File: config.mk
export PLATFORM = sky130hd
export DESIGN_NAME = zip_stored_archive_validator_core
export DESIGN_NICKNAME = d
export VERILOG_FILES = /design/src/hdl/zsav_pkg.sv /design/src/hdl/zip_stored_archive_validator_core.sv
export SDC_FILE = /design/constraint.sdc
export NUM_CORES = 1
export LEC_CHECK = 0
export ABC_AREA = 1
export BUFFER_PORTS_ARGS = -buffer_cell sky130_fd_sc_hd__buf_2
export CAP_MARGIN = 20
export CORE_ASPECT_RATIO = 0.5
export CORE_MARGIN = 2
export CORE_UTILIZATION = 56
export CTS_CLUSTER_DIAMETER = 120
export DETAILED_ROUTE_END_ITERATION = 16
export GPL_TIMING_DRIVEN = 0
export PLACE_DENSITY = 0.85
export SYNTH_ARGS = -nofsm -noshare
export SYNTH_HDL_FRONTEND = slang
export SYNTH_SLANG_ARGS = --single-unit
File: constraint.sdc
create_clock -name clk -period 7 [get_ports clk]
set_input_delay 0.7 -clock clk [delete_from_list [all_inputs] [get_ports clk]]
set_output_delay 0.7 -clock clk [all_outputs]
set_load 0.02 [all_outputs]
File: src/hdl/zsav_pkg.sv
package zsav_pkg;

    localparam logic [31:0] CRC_POLY        = 32'hedb88320;
    localparam logic [31:0] SIG_LOCAL       = 32'h04034b50;
    localparam logic [31:0] SIG_CENTRAL     = 32'h02014b50;
    localparam logic [31:0] SIG_END         = 32'h06054b50;
    localparam logic [15:0] FLAG_DESCRIPTOR = 16'h0008;
    localparam logic [16:0] MAX_ENTRIES     = 17'h0ffff;
    localparam logic [47:0] CAP_RESET       = 48'hffffffffffff;

    typedef enum logic [3:0]
    {
        ERR_NONE        = 4'd0,
        ERR_TRUNCATED   = 4'd1,
        ERR_SIGNATURE   = 4'd2,
        ERR_UNSUPPORTED = 4'd3,
        ERR_UNSAFE_NAME = 4'd4,
        ERR_TOO_MANY    = 4'd5,
        ERR_TOO_LARGE   = 4'd6,
        ERR_CRC         = 4'd7,
        ERR_BAD_TIME    = 4'd8
    } err_t;

    typedef enum logic [5:0]
    {
        PH_SIG   = 6'b000001,
        PH_HDR   = 6'b000010,
        PH_NAME  = 6'b000100,
        PH_EXTRA = 6'b001000,
        PH_DATA  = 6'b010000,
        PH_DONE  = 6'b100000
    } phase_t;

    // Segment kind of the name checker.
    localparam logic [1:0] SEG_EMPTY = 2'd0;
    localparam logic [1:0] SEG_OTHER = 2'd3;

    function automatic logic [31:0] crc_byte(input logic [31:0] crc, input logic [7:0] b);
        logic [31:0] c;
        c = crc ^ {24'd0, b};
        for (int k = 0; k < 8; k++)
        begin
            c = (c >> 1) ^ (CRC_POLY & {32{c[0]}});
        end
        return c;
    endfunction

    function automatic logic time_valid(input logic [15:0] tm, input logic [15:0] dt);
        logic [3:0] month;
        logic [4:0] day;
        logic [4:0] hour;
        logic [5:0] minute;
        logic [4:0] sec2;
        month  = dt[8:5];
        day    = dt[4:0];
        hour   = tm[15:11];
        minute = tm[10:5];
        sec2   = tm[4:0];
        return (month >= 4'd1) && (month <= 4'd12) && (day >= 5'd1) &&
               (hour <= 5'd23) && (minute <= 6'd59) && (sec2 <= 5'd29);
    endfunction

endpackage

File: src/hdl/zip_stored_archive_validator_core.sv
// ZIP stored-archive validator.
// The in channel carries one archive byte per request (data_byte, stream_last)
// under in_valid / in_stall. The out channel carries one verdict per archive
// (archive_ok, error_code, entries_seen, bytes_seen, times_uniform) under
// out_valid / out_stall. The cfg channel (cfg_valid / cfg_ready) writes the
// 48-bit total-size cap; write it only while the block is idle.
// Throughput is one byte per cycle unless a stalled verdict holds the input: each byte's CRC step, header capture and
// checks are done by the logic between the input register and the result
// register. A verdict passes from the byte in the input register into the result register.
// Bytes after a verdict are dropped until stream_last, after which the parser
// starts fresh on the next archive.
// Reset clears the parser and sets the cap to all ones. When the receiver
// stalls, the held verdict stays put, and in_stall is raised while a request
// waits in the input register until the verdict is taken.
module zip_stored_archive_validator_core
(
    input  logic        clk,
    input  logic        rst_n,
    input  logic        in_valid,
    output logic        in_stall,
    input  logic [7:0]  data_byte,
    input  logic        stream_last,
    output logic        out_valid,
    input  logic        out_stall,
    output logic        archive_ok,
    output logic [3:0]  error_code,
    output logic [15:0] entries_seen,
    output logic [47:0] bytes_seen,
    output logic        times_uniform,
    input  logic        cfg_valid,
    output logic        cfg_ready,
    input  logic [47:0] cfg_data
);
    import zsav_pkg::*;

    logic [47:0] cap_reg;

    logic        iv_reg;
    logic [7:0]  ib_reg;
    logic        il_reg;

    phase_t      phase_reg, phase_next;
    logic [31:0] count_reg, count_next;
    logic [31:0] sig_reg, sig_next;
    logic [7:0]  hdr_reg [26];
    logic [31:0] crc_reg, crc_next;
    logic [16:0] ent_reg, ent_next;
    logic [47:0] tot_reg, tot_next;
    logic [31:0] stamp_reg, stamp_next;
    logic        uni_reg, uni_next;
    logic [2:0]  nchk_reg, nchk_next;

    logic        ov_reg;
    logic        ok_reg;
    logic [3:0]  code_reg;
    logic [15:0] ents_reg;
    logic [47:0] bytes_reg;
    logic        uni_out_reg;

    logic        emit;
    err_t        code;
    logic        proc;
    logic        adv;

    // The extra length's high byte is the last header byte, so with an empty
    // name it is still in the input register when it is needed.
    logic [7:0] xlen_hi;
    assign xlen_hi = (phase_reg == PH_HDR) ? ib_reg : hdr_reg[25];

    // Header byte fields, assembled from the captured bytes (little endian).
    logic [15:0] h_flags, h_method, h_time, h_date, h_nlen, h_xlen;
    logic [31:0] h_crc, h_csize, h_usize;
    assign h_flags  = {hdr_reg[3], hdr_reg[2]};
    assign h_method = {hdr_reg[5], hdr_reg[4]};
    assign h_time   = {hdr_reg[7], hdr_reg[6]};
    assign h_date   = {hdr_reg[9], hdr_reg[8]};
    assign h_crc    = {hdr_reg[13], hdr_reg[12], hdr_reg[11], hdr_reg[10]};
    assign h_csize  = {hdr_reg[17], hdr_reg[16], hdr_reg[15], hdr_reg[14]};
    assign h_usize  = {hdr_reg[21], hdr_reg[20], hdr_reg[19], hdr_reg[18]};
    assign h_nlen   = {hdr_reg[23], hdr_reg[22]};
    assign h_xlen   = {xlen_hi, hdr_reg[24]};

    // The output slot is free, or will be, when out_valid drops or is taken.
    assign adv      = !ov_reg || !out_stall;
    assign proc     = iv_reg && adv;
    assign in_stall = iv_reg && !adv;
    assign cfg_ready = 1'b1;

    always_comb
    begin
        logic [2:0]  nc;
        logic [1:0]  kind;
        logic        bad;
        logic [31:0] crc_fin;
        logic [48:0] sum;
        logic        hdr_end;
        logic        data_end;
        logic [31:0] stamp;
        logic [7:0]  b;

        phase_next = phase_reg;
        count_next = count_reg;
        sig_next   = sig_reg;
        crc_next   = crc_reg;
        ent_next   = ent_reg;
        tot_next   = tot_reg;
        stamp_next = stamp_reg;
        uni_next   = uni_reg;
        nchk_next  = nchk_reg;
        emit       = 1'b0;
        code       = ERR_NONE;
        hdr_end    = 1'b0;
        data_end   = 1'b0;
        nc         = nchk_reg;
        crc_fin    = crc_reg;
        b          = ib_reg;
        stamp      = {h_date, h_time};
        sum        = {1'b0, tot_reg} + {17'd0, h_usize};
        kind       = nc[1:0];
        bad        = nc[2];

        unique case (phase_reg)
            PH_SIG:
            begin
                sig_next   = {b, sig_reg[31:8]};
                count_next = count_reg + 32'd1;
                if (count_reg[1:0] == 2'd3)
                begin
                    count_next = 32'd0;
                    if (sig_next == SIG_CENTRAL || sig_next == SIG_END)
                    begin
                        emit = 1'b1;
                    end
                    else if (sig_next != SIG_LOCAL)
                    begin
                        emit = 1'b1;
                        code = ERR_SIGNATURE;
                    end
                    else
                    begin
                        phase_next = PH_HDR;
                    end
                end
            end
            PH_HDR:
            begin
                count_next = count_reg + 32'd1;
                if (count_reg == 32'd25)
                begin
                    phase_next = PH_NAME;
                    count_next = {16'd0, h_nlen};
                    nchk_next  = 3'd0;
                    if (h_nlen == 16'd0)
                    begin
                        nc = 3'd0;
                        hdr_end = 1'b1;
                    end
                end
            end
            PH_NAME:
            begin
                if (b == 8'h5c || b == 8'h3a)
                begin
                    bad  = 1'b1;
                    kind = SEG_OTHER;
                end
                else if (b == 8'h2f)
                begin
                    if (kind != SEG_OTHER)
                    begin
                        bad = 1'b1;
                    end
                    kind = SEG_EMPTY;
                end
                else if (b == 8'h2e)
                begin
                    kind = (kind == SEG_OTHER) ? SEG_OTHER : kind + 2'd1;
                end
                else
                begin
                    kind = SEG_OTHER;
                end
                nc         = {bad, kind};
                nchk_next  = nc;
                count_next = count_reg - 32'd1;
                if (count_reg == 32'd1)
                begin
                    hdr_end = 1'b1;
                end
            end
            PH_EXTRA:
            begin
                count_next = count_reg - 32'd1;
                if (count_reg == 32'd1)
                begin
                    hdr_end = 1'b1;
                end
            end
            PH_DATA:
            begin
                crc_next   = crc_byte(crc_reg, b);
                crc_fin    = crc_next;
                count_next = count_reg - 32'd1;
                if (count_reg == 32'd1)
                begin
                    data_end = 1'b1;
                end
            end
            PH_DONE:
            begin
            end
            default:
            begin
            end
        endcase

        // End of name (or header with an empty name): finish the name check,
        // then either enter the extra field or run the entry checks.
        if (hdr_end && phase_reg != PH_EXTRA)
        begin
            if (nc[1:0] != SEG_OTHER)
            begin
                nc[2] = 1'b1;
            end
            nchk_next = nc;
            if (h_xlen != 16'd0)
            begin
                phase_next = PH_EXTRA;
                count_next = {16'd0, h_xlen};
                hdr_end    = 1'b0;
            end
        end

        if (hdr_end)
        begin
            if (h_flags[3] || h_method != 16'd0 || h_csize != h_usize)
            begin
                emit = 1'b1;
                code = ERR_UNSUPPORTED;
            end
            else if (nc[2])
            begin
                emit = 1'b1;
                code = ERR_UNSAFE_NAME;
            end
            else if (ent_reg >= MAX_ENTRIES)
            begin
                emit = 1'b1;
                code = ERR_TOO_MANY;
            end
            else if (sum > {1'b0, cap_reg})
            begin
                emit = 1'b1;
                code = ERR_TOO_LARGE;
            end
            else
            begin
                tot_next = sum[47:0];
                if (ent_reg == 17'd0)
                begin
                    stamp_next = stamp;
                end
                else if (stamp != stamp_reg)
                begin
                    uni_next = 1'b0;
                end
                ent_next   = ent_reg + 17'd1;
                phase_next = PH_DATA;
                count_next = h_csize;
                crc_next   = 32'hffffffff;
                crc_fin    = 32'hffffffff;
                if (h_csize == 32'd0)
                begin
                    data_end = 1'b1;
                end
            end
        end

        if (data_end)
        begin
            if (~crc_fin != h_crc)
            begin
                emit = 1'b1;
                code = ERR_CRC;
            end
            else if (!time_valid(h_time, h_date))
            begin
                emit = 1'b1;
                code = ERR_BAD_TIME;
            end
            else
            begin
                phase_next = PH_SIG;
                count_next = 32'd0;
            end
        end

        if (!emit && il_reg && phase_reg != PH_DONE)
        begin
            emit = 1'b1;
            code = ERR_TRUNCATED;
        end
        if (emit)
        begin
            phase_next = PH_DONE;
        end
    end

    always_ff @(posedge clk or negedge rst_n)
    begin
        if (!rst_n)
        begin
            cap_reg <= CAP_RESET;
        end
        else if (cfg_valid && cfg_ready)
        begin
            cap_reg <= cfg_data;
        end
    end

    always_ff @(posedge clk or negedge rst_n)
    begin
        if (!rst_n)
        begin
            iv_reg <= 1'b0;
        end
        else if (!in_stall)
        begin
            iv_reg <= in_valid;
        end
    end

    always_ff @(posedge clk)
    begin
        if (!in_stall && in_valid)
        begin
            ib_reg <= data_byte;
            il_reg <= stream_last;
        end
        if (proc && phase_reg == PH_HDR)
        begin
            hdr_reg[count_reg[4:0]] <= ib_reg;
        end
    end

    always_ff @(posedge clk or negedge rst_n)
    begin
        if (!rst_n)
        begin
            phase_reg <= PH_SIG;
            count_reg <= 32'd0;
            sig_reg   <= 32'd0;
            crc_reg   <= 32'hffffffff;
            ent_reg   <= 17'd0;
            tot_reg   <= 48'd0;
            uni_reg   <= 1'b1;
            nchk_reg  <= 3'd0;
        end
        else if (proc)
        begin
            if (il_reg)
            begin
                phase_reg <= PH_SIG;
                count_reg <= 32'd0;
                sig_reg   <= 32'd0;
                crc_reg   <= 32'hffffffff;
                ent_reg   <= 17'd0;
                tot_reg   <= 48'd0;
                uni_reg   <= 1'b1;
                nchk_reg  <= 3'd0;
            end
            else
            begin
                phase_reg <= phase_next;
                count_reg <= count_next;
                sig_reg   <= sig_next;
                crc_reg   <= crc_next;
                ent_reg   <= ent_next;
                tot_reg   <= tot_next;
                uni_reg   <= uni_next;
                nchk_reg  <= nchk_next;
            end
        end
    end

    always_ff @(posedge clk)
    begin
        if (proc)
        begin
            stamp_reg <= stamp_next;
        end
    end

    always_ff @(posedge clk or negedge rst_n)
    begin
        if (!rst_n)
        begin
            ov_reg <= 1'b0;
        end
        else if (adv)
        begin
            ov_reg <= proc && emit;
        end
    end

    // An entry admitted by this very byte already counts in the verdict.
    always_ff @(posedge clk)
    begin
        if (proc && emit)
        begin
            ok_reg      <= (code == ERR_NONE);
            code_reg    <= code;
            ents_reg    <= ent_next[15:0];
            bytes_reg   <= tot_next;
            uni_out_reg <= (code == ERR_NONE) && (ent_next != 17'd0) && uni_next;
        end
    end

    assign out_valid     = ov_reg;
    assign archive_ok    = ok_reg;
    assign error_code    = code_reg;
    assign entries_seen  = ents_reg;
    assign bytes_seen    = bytes_reg;
    assign times_uniform = uni_out_reg;

endmodule

==> results.cfg <==
[finish]
drive_gt1_share_pct = 12.82
fillers = 3813
syn2layout_area_growth_pct = 13.51
multi_input_area_sq_um = 11640
largest_reg_flops = 177
fin_util_pct = 64.66
antenna_cells = 0
register_area_sq_um = 14080
nets = 3476
final_cells = 4010

[sta]
finalCritPeriodShare_pct = 97.71
slew_violations = 0
finalSetupViolations = 0
holdWs_ns = 0.2039
finalClockSkew_ns = 0.02234
fmax_mhz = 146.2
tns_ns = 0
setup_ws_ns = 0.1604
tightest_slew_ns = 1.117
period_needed_ns = 6.840
hold_viol = 0
relSlewSlack_pct = 25.23

[floorplan]
ios = 135
core_area_sq_um = 48710
die_area_sq_um = 51450
die_x_um = 318.8
rows = 57
start_util_pct = 56.96
die_h_um = 161.4

[synth]
syn_area_per_cell_sq_um = 8.902
yosysWarnings = 0
syn-cell-area_sq_um = 27750
synth_area_leaders = edfxtp_1 31%, dfrtp_1 12%, nand2_1 8.7%, dfstp_2 7.8%, inv_1 6.3%
yosysTopAreaCell = edfxtp_1
synth_top_area_share_pct = 31.17
synth_edf_count = 288
synth_most_common_cell = nand2_1
syn_inst = 3117
syn_nets = 3269
ys_types = 69
synth_common_cells = 640 x nand2_1, 465 x inv_1, 288 x edfxtp_1, 224 x o21ai_0, 209 x nor2_1
synth_seq_cells = 501
synth_ff_type = edfxtp_1
async_reset_ff_share_pct = 42.51
yosysSeqAreaShare_pct = 50.75

[outcome]
status = finished, final reports clean

[drt]
wl_met3_um = 10570
wirelength_um = 89220
post-route-drc-count = 0
post_drt_via_cell_ratio = 6.064
route.met2.wl_um = 39510
wl_met1_um = 35500
antenna_left = 0
top_layer_used = met5
wl_per_cell_um = 22.25
drtPass1Iterations = 6
drtIter0Drc = 3211
via_count = 24318

[clock_tree]
cts_hold_buf = 0
cts_buffers = 45
cts_tree = yes
cts_max_path_buffers = 3
cts.sink_count = 501
cts_root_buffer = clkbuf_16
clk_latency_ns = 0.58
h-tree-depth = 2
clk_pin_slew_ns = 0.07

[global_routing]
grt_pass1_wl_um = 134500
grt_usage_pct = 34.10
grt_overflow = 0
grt_pass1_vias = 23296
grt_max_degree = 118
grt_antenna_before_repair = 3

[pwr]
power.density_nw_per_um2 = 241.6
irDropWorstVdd_uv = 157.0
static-leakage-power_nw = 13.75

[min_path]
hold_class = primary input to asynchronous set/reset pin

[worst_setup_path]
path_class = flop to flop
crit_required_ns = 7.25
cp-end-kind = flop
critPathLaunchType = flop
cp_data_arrival_time_ns = 7.09
slowest_delay_ns = 0.45
cp_top_family = simple AND/OR/NAND/NOR gates
slowest_stage = edfxtp_1
crit_top_cell = nand2_1
path_max_fanout = 43
crit_buf_inv = 5

[job]
cap_violations = 0

[placed_design]
dpl_worst_slack_ns = -1.317
numPortBuffers = 132
dpl.cell_count = 3910
place_hpwl_um = 63850
place_congestion = 1.013
[routing by layer]
metal  up-vias  GRT usage (%)
met2      1523          53.14
met4         2          13.61
li1      10954              -
met5         -              0
met3       230          8.113
met1     11609          46.37
[cells in the final DEF (no fill, tap or decap), types with 9 or more instances in the layout]
| master | instances |
|---|---|
| xor2_1 | 143 |
| buf_4 | 18 |
| a22oi_1 | 13 |
| nand4_1 | 54 |
| dfstp_2 | 82 |
| nor3_1 | 61 |
| or2_2 | 10 |
| buf_16 | 9 |
| nor2_2 | 9 |
| xnor2_1 | 39 |
| o2111ai_1 | 9 |
| edfxtp_1 | 288 |
| o21ai_0 | 221 |
| o21ai_1 | 11 |
| clkbuf_16 | 50 |
| clkbuf_1 | 78 |
| nand2_1 | 633 |
| a21oi_1 | 97 |
| nor2_4 | 11 |
| o22ai_1 | 139 |
| buf_2 | 141 |
| o211ai_1 | 15 |
| nor4_1 | 43 |
| o221ai_1 | 9 |
| nor2_1 | 205 |
| nand3b_1 | 14 |
| ha_1 | 86 |
| inv_1 | 464 |
| dfrtp_1 | 131 |
| nand2_2 | 11 |
| nand3_1 | 121 |
[power breakdown]
part	switching (W)	total (W)	internal, W
combinational	0.00111	0.00157	0.000455
sequential	0.000104	0.00339	0.00329
clock	0.00116	0.00265	0.00149
[worst paths after layout]
kind | startpoint | endpoint | slack, ns | depth (start not counted)
max | hdr_reg[18][2]$_DFFE_PP_ | bytes_seen[26]$_DFFE_PP_ | 0.16 | 37
min | rst_n | iv_reg$_DFFE_PN0N_ | 0.20 | 1
max reg2reg | hdr_reg[18][2]$_DFFE_PP_ | bytes_seen[26]$_DFFE_PP_ | 0.16 | 37
min reg2reg | hdr_reg[9][7]$_DFFE_PP_ | stamp_reg[31]$_DFFE_PP_ | 0.47 | 0
max in group asynchronous | rst_n | tot_reg[29]$_DFFE_PN0P_ | 5.68 | 2
min in group clk | stream_last | il_reg$_DFFE_PP_ | 0.31 | 1
[layout make-up]
class	instances	area share [%]
clock buffer	65	4.143
timing repair buffer	159	3.563
buffer	93	1.466
tap	649	2.578
timing repair inverter	1	0.02781
multi-input combinational	2046	36.96
clock inverter	19	0.7548
inverter	477	5.800
sequential	501	44.71
[cell families after synthesis]
| family | synth area share, % |
|---|---|
| compound gates | 11.86 |
| xor+xnor | 6.286 |
| fa+ha+maj | 4.086 |
| buf+inv | 8.063 |
| flops | 50.75 |
| mux | 0.1488 |
| other cells | 0.01352 |
| simple gates | 18.80 |
[per-stage QoR]
| step | power, W | cell area [sq um] |
|---|---|---|
| 2_1_floorplan | 0.004382 | 27750 |
| 3_3_place_gp | 0.004886 | 29220 |
| 3_5_place_dp | 0.004928 | 29520 |
| 4_1_cts | 0.007549 | 31180 |
| 5_1_grt | 0.007869 | 31500 |
| 6_report | 0.007608 | 31500 |
[repair_timing]
item                                    4_1_cts  5_1_grt
hold endpoints to repair                      0        0
endpoints found under the setup margin      235      198
setup buffers                                 2        8
pin swaps                                     1        7
gates resized for setup                      20       35
cloned                                        1        3
(Power assumes the default switching activity.)
